--- config.mk ---
export PLATFORM = sky130hd
export DESIGN_NAME = stq_cell
export DESIGN_NICKNAME = d
export VERILOG_FILES = /design/src/sv/stq_pkg.sv /design/src/sv/stq_cell.sv
export SDC_FILE = /design/constraint.sdc
export NUM_CORES = 1
export LEC_CHECK = 0
export ABC_AREA = 1
export BUFFER_PORTS_ARGS = -buffer_cell sky130_fd_sc_hd__buf_2
export CAP_MARGIN = 20
export CORE_AREA = 8 8 295 297
export CTS_CLUSTER_DIAMETER = 50
export DETAILED_ROUTE_END_ITERATION = 10
export DIE_AREA = 0 0 303 305
export PLACE_DENSITY = 0.58
export SKIP_CTS_REPAIR_TIMING = 1
export SYNTH_ARGS = -nofsm -noshare
export SYNTH_HDL_FRONTEND = slang
export SYNTH_SLANG_ARGS = --single-unit
--- constraint.sdc ---
create_clock -name clk -period 7.6 [get_ports clk]
set_clock_uncertainty 0.2 [all_clocks]
set_input_delay 1.14 -clock clk [delete_from_list [all_inputs] [get_ports clk]]
set_output_delay 1.14 -clock clk [all_outputs]
set_load 0.02 [all_outputs]
--- src/sv/stq_pkg.sv ---
// Package for the software timer queue: entry, scan carry and control types.
// Used by stq_cell and software_timer_queue; depends on nothing.

package stq_pkg;

    localparam int ID_W = 8;

    typedef enum logic [1:0] {
        OP_POLL  = 2'd0,
        OP_START = 2'd1,
        OP_STOP  = 2'd2,
        OP_NONE  = 2'd3
    } opcode_t;

    typedef enum logic [1:0] {
        EV_DONE     = 2'd0,
        EV_EXPIRED  = 2'd1,
        EV_INACTIVE = 2'd2,
        EV_NOTHING  = 2'd3
    } event_t;

    typedef enum logic [3:0] {
        S_IDLE,
        S_AGE,
        S_SCAN,
        S_DECIDE,
        S_CORR,
        S_EXPIRE,
        S_INSERT,
        S_RESULT,
        S_FINISH
    } state_t;

    typedef enum logic [2:0] {
        CELL_HOLD,
        CELL_AGE,
        CELL_REMOVE,
        CELL_INSERT,
        CELL_EXPUPD,
        CELL_SCAN_POLL,
        CELL_SCAN_MATCH
    } cell_op_t;

    typedef struct packed {
        logic            valid;
        logic [ID_W-1:0] id;
        logic [31:0]     rem;
        logic [31:0]     rld;
        logic [31:0]     expc;
        logic [7:0]      prio;
    } entry_t;

    typedef struct packed {
        logic            alive;
        logic            found;
        logic [ID_W-1:0] pos;
        entry_t          ent;
    } carry_t;

    typedef struct packed {
        cell_op_t        op;
        logic [31:0]     diff;
        logic [ID_W-1:0] pos;
        logic [31:0]     expv;
        entry_t          ins;
    } cell_ctrl_t;

endpackage

--- src/sv/stq_cell.sv ---
// One position of the deadline-ordered timer chain, with its scan carry stage.
// Depends on stq_pkg.

module stq_cell (
    input  logic                      clk,
    input  logic                      rst_n,
    input  stq_pkg::cell_ctrl_t       ctrl,
    input  logic [stq_pkg::ID_W-1:0]  cell_idx,
    input  stq_pkg::entry_t           left,
    input  stq_pkg::entry_t           right,
    input  stq_pkg::carry_t           carry_in,
    output stq_pkg::entry_t           ent,
    output stq_pkg::carry_t           carry_out
);
    import stq_pkg::*;

    entry_t ent_reg;
    entry_t ent_next;
    carry_t carry_reg;
    carry_t carry_next;
    logic   mine_gt;
    logic   left_gt;
    logic   alive;
    logic   take;
    logic   hit;

    always_comb
    begin
        ent_next   = ent_reg;
        carry_next = carry_reg;
        mine_gt    = !ent_reg.valid || (ent_reg.rem > ctrl.ins.rem);
        left_gt    = !left.valid || (left.rem > ctrl.ins.rem);
        alive      = carry_in.alive && ent_reg.valid && (ent_reg.rem == 32'd0);
        take       = alive && (!carry_in.found || (ent_reg.prio < carry_in.ent.prio));
        hit        = !carry_in.found && ent_reg.valid && (ent_reg.id == ctrl.ins.id);
        case (ctrl.op)
            CELL_AGE:
            begin
                ent_next.rem = (ent_reg.rem >= ctrl.diff) ? ent_reg.rem - ctrl.diff : 32'd0;
            end
            CELL_REMOVE:
            begin
                if (cell_idx >= ctrl.pos)
                begin
                    ent_next = right;
                end
            end
            CELL_INSERT:
            begin
                if (mine_gt)
                begin
                    ent_next = left_gt ? left : ctrl.ins;
                end
            end
            CELL_EXPUPD:
            begin
                if (cell_idx == ctrl.pos)
                begin
                    ent_next.expc = ctrl.expv;
                end
            end
            CELL_SCAN_POLL:
            begin
                carry_next.alive = alive;
                carry_next.found = carry_in.found || take;
                carry_next.pos   = take ? cell_idx : carry_in.pos;
                carry_next.ent   = take ? ent_reg : carry_in.ent;
            end
            CELL_SCAN_MATCH:
            begin
                carry_next.alive = 1'b0;
                carry_next.found = carry_in.found || hit;
                carry_next.pos   = hit ? cell_idx : carry_in.pos;
                carry_next.ent   = hit ? ent_reg : carry_in.ent;
            end
            default:
            begin
            end
        endcase
    end

    always_ff @(posedge clk or negedge rst_n)
    begin
        if (!rst_n)
        begin
            ent_reg   <= '0;
            carry_reg <= '0;
        end
        else
        begin
            ent_reg   <= ent_next;
            carry_reg <= carry_next;
        end
    end

    assign ent       = ent_reg;
    assign carry_out = carry_reg;

endmodule

==> metrics.txt <==
Num CTS Buffers=47; maximum number of pins on one net before global-route repair=135; worst-case setup slack after placement=2.21 ns; number of placed I/O pins=783; Setup Total Neg Slack=0 ns; number of design-rule violations left by the first detailed-router iteration=2,723; GRT Total Usage=23.8%; clock tree from TritonCTS=done; Post-Route WL=116,000 µm; number of nets in the finished design=4,662; count of placed standard cells in the final layout, fillers left out=5,146; cell at the root of the clock tree=sky130_fd_sc_hd__clkbuf_16; max-slew violations=0; floorplan die height=305 µm; count of TritonRoute iterations in the first routing pass=5; Setup violations, final=0; antenna-violating nets left=0; detail-routed net length per standard cell=22.6 µm; pwr dens=259 nW/µm²; sequential-to-total area share from yosys stat=28.5%; unrepaired setup endpoints after global routing=false; number of placement rows=106; core area=82,600 µm²; vias in the first global route=24,800; via total after detailed routing=25,900; hold violation count in the final report=0; most common cell in the netlist=sky130_fd_sc_hd__nand2_1; routability cong.=0.933; total of flip-flops plus latches after synthesis=236; slowest stage cell, crit path=sky130_fd_sc_hd__clkinv_2; cell type contributing the most total cell area after synthesis=sky130_fd_sc_hd__dfrtp_1; endpoint arrival time on the critical path=5.03 ns; flip-flop count of the largest register, all copies and words added=123; number of levels the H-tree was split into=2; post-detailed-route via-to-cell ratio=5.03; Synth Area per Inst=6.21 µm²; die width=303 µm; number of DRC violations after detailed routing=0; post-layout worst setup margin=2.84 ns; synthesized cell area=20,700 µm²; fraction of registers with async set or reset after synthesis=100%; effective utilization at floorplan=25.1%; Worst Hold Margin=0.235 ns; leakage power summed over all cells=0.0144 µW; yosys warns=0; share of Yosys cell area claimed by the top area cell type=28.5%; measured slew at the worst slew-check pin=1.08 ns; critical path cell sequence=buf_2, nor2_1, nand4_1, nor4_1, nand2_4, nand2_2, buf_4, clkinv_2, buf_4, a21oi_1, a21oi_1; uppermost layer routed=met5; met2 wire len=54,100 µm; primary flip-flop cell chosen by synthesis mapping=sky130_fd_sc_hd__dfrtp_1; count of buffers from port buffering=782; number of cells produced by synthesis=3,340; Total Die Area=92,400 µm²; number of distinct library cells after synthesis=40; category of the worst setup path launch point=input port; Longest Clk Path Bufs=3; Final period util=62.6%; largest incremental delay on the critical path=0.94 ns; total nets after synthesis=3,999; Commonest cells post-synth=sky130_fd_sc_hd__nand2_1 (713), sky130_fd_sc_hd__nor2_1 (434), sky130_fd_sc_hd__inv_1 (418); required time reported for the critical path endpoint=7.87 ns; Min-Delay Path Class=input port to asynchronous set/reset pin; worst-case headroom to the max-slew limit=27.7%; share of layout cells above drive strength 1=23.1%; peak ir drop on the vdd network=0.153 mV; CTS clk-pin slew, worst paths=0.05 ns; Fmax achieved=0.210 GHz; number of enable flip-flop cells after synthesis=0; run status=finished, final reports clean; Layout Area Growth over Synthesis=31.2%; cell types occupying the most area after synthesis=sky130_fd_sc_hd__dfrtp_1 (28%), sky130_fd_sc_hd__nand2_1 (13%), sky130_fd_sc_hd__nand3_1 (9.8%), sky130_fd_sc_hd__a21oi_1 (9.4%), sky130_fd_sc_hd__nor2_1 (7.9%); top fanout value on the critical path=44; met1 WL=46,200 µm; nature of the critical path endpoint=flop; clock tree sinks=236; overflow left after global routing=0; sum of net half-perimeters after detailed placement=86,300 µm; initial antenna violation count=39; Placed Cells incl. Taps=5,034; routed length on met3=11,100 µm; first-pass GRT wire length=167,000 µm; shortest period the worst path allows=4.76 ns; class of the most critical setup path=input port to flop; number of filler cells placed in the layout=9,151; reported max-cap violation count=0; later-pin clock latency in the skew report=0.60 ns
==> final cells by class <==
class,count,area [µm²],area share (%)
multi-input cells,2471,12400,45.7
flip-flops and latches,236,5910,21.7
repair buffers,814,4190,15.4
inverters,433,1630,5.99
well taps,1080,1350,4.97
clock buffers,55,1230,4.51
clock inverters,32,389,1.43
diodes,25,62.6,0.230
==> critical path: cells and delay by family <==
family                 cells  cell delay (ns)
buffers and inverters      4             2.26
AND/OR/NAND/NOR            5             1.27
AO/OA/AOI/OAI              2             0.30
==> through the flow <==
step	util (%)	cell area, µm²	power, µW
after global routing	32.9	27200	7460
after detailed placement	30.9	25500	4880
after CTS	32.8	27100	7070
final	32.9	27200	7030
after global placement	30.9	25500	4870
after floorplan	-	20700	3560
==> kinds of logic (layout without fill, tap and decap cells) <==
| group | after synthesis | count (layout) | synth area share [%] |
|---|---|---|---|
| DFF | 236 | 236 | 28.5 |
| and+or+nand+nor | 1746 | 1746 | 37.3 |
| adders and majority gates | 112 | 112 | 6.80 |
| AOI/OAI and AO/OA | 601 | 601 | 15.1 |
| xor gates and xnor gates | 12 | 12 | 0.507 |
| buffers and inverters | 633 | 1334 | 11.8 |
| other | 0 | 25 | 0 |
==> metal layers <==
layer	vias to the layer above	track usage, %
li1	12200	-
met1	12100	29.9
met2	1386	38.8
met5	-	0
met4	12	9.40
met3	226	5.74
==> worst paths after layout <==
path | to | from | cells past startpoint | slack (ns)
hold reg to reg | carry_out[61]$_DFFE_PN0P_ | carry_out[61]$_DFFE_PN0P_ | 2 | 0.32
setup / recovery | carry_out[46]$_DFFE_PN0P_ | carry_in[121] | 11 | 2.84
max in group asynchronous | ent[8]$_DFFE_PN0P_ | rst_n | 2 | 5.68
min in group clk | carry_out[61]$_DFFE_PN0P_ | carry_out[61]$_DFFE_PN0P_ | 2 | 0.32
hold / removal | ent[68]$_DFFE_PN0P_ | rst_n | 1 | 0.23
setup reg to reg | carry_out[46]$_DFFE_PN0P_ | ent[112]$_DFFE_PN0P_ | 11 | 2.92
==> cells in the final DEF, fill, tap and decap left out, drive strengths merged <==
| cell | n |
|---|---|
| nand2 | 718 |
| a21boi | 35 |
| nor3b | 1 |
| a21oi | 388 |
| dfrtp | 236 |
| o221ai | 1 |
| nand3 | 405 |
| a21o | 2 |
| inv | 436 |
| or2 | 9 |
| and2 | 2 |
| fa | 1 |
| nand3b | 135 |
| nand4 | 21 |
| buf | 814 |
| nand2b | 1 |
| clkinv | 19 |
| o21a | 5 |
| xnor2 | 4 |
| o211ai | 1 |
| o21bai | 1 |
| nor3 | 11 |
| nor4 | 8 |
| xor2 | 8 |
| bufinv | 4 |
| ha | 111 |
| clkbuf | 55 |
| o21ai | 162 |
| clkinvlp | 6 |
| nor2 | 435 |
| diode | 25 |
| a31oi | 6 |
==> report_power, final <==
part	total, µW	switching (µW)	internal [µW]	leakage [µW]
Combinational	2870	1920	955	0.0110
Sequential	2000	469	1540	0.00265
Clock	2160	840	1320	0.000767
Total	7030	3230	3810	0.0144
Power figures use the tool's default switching activity.
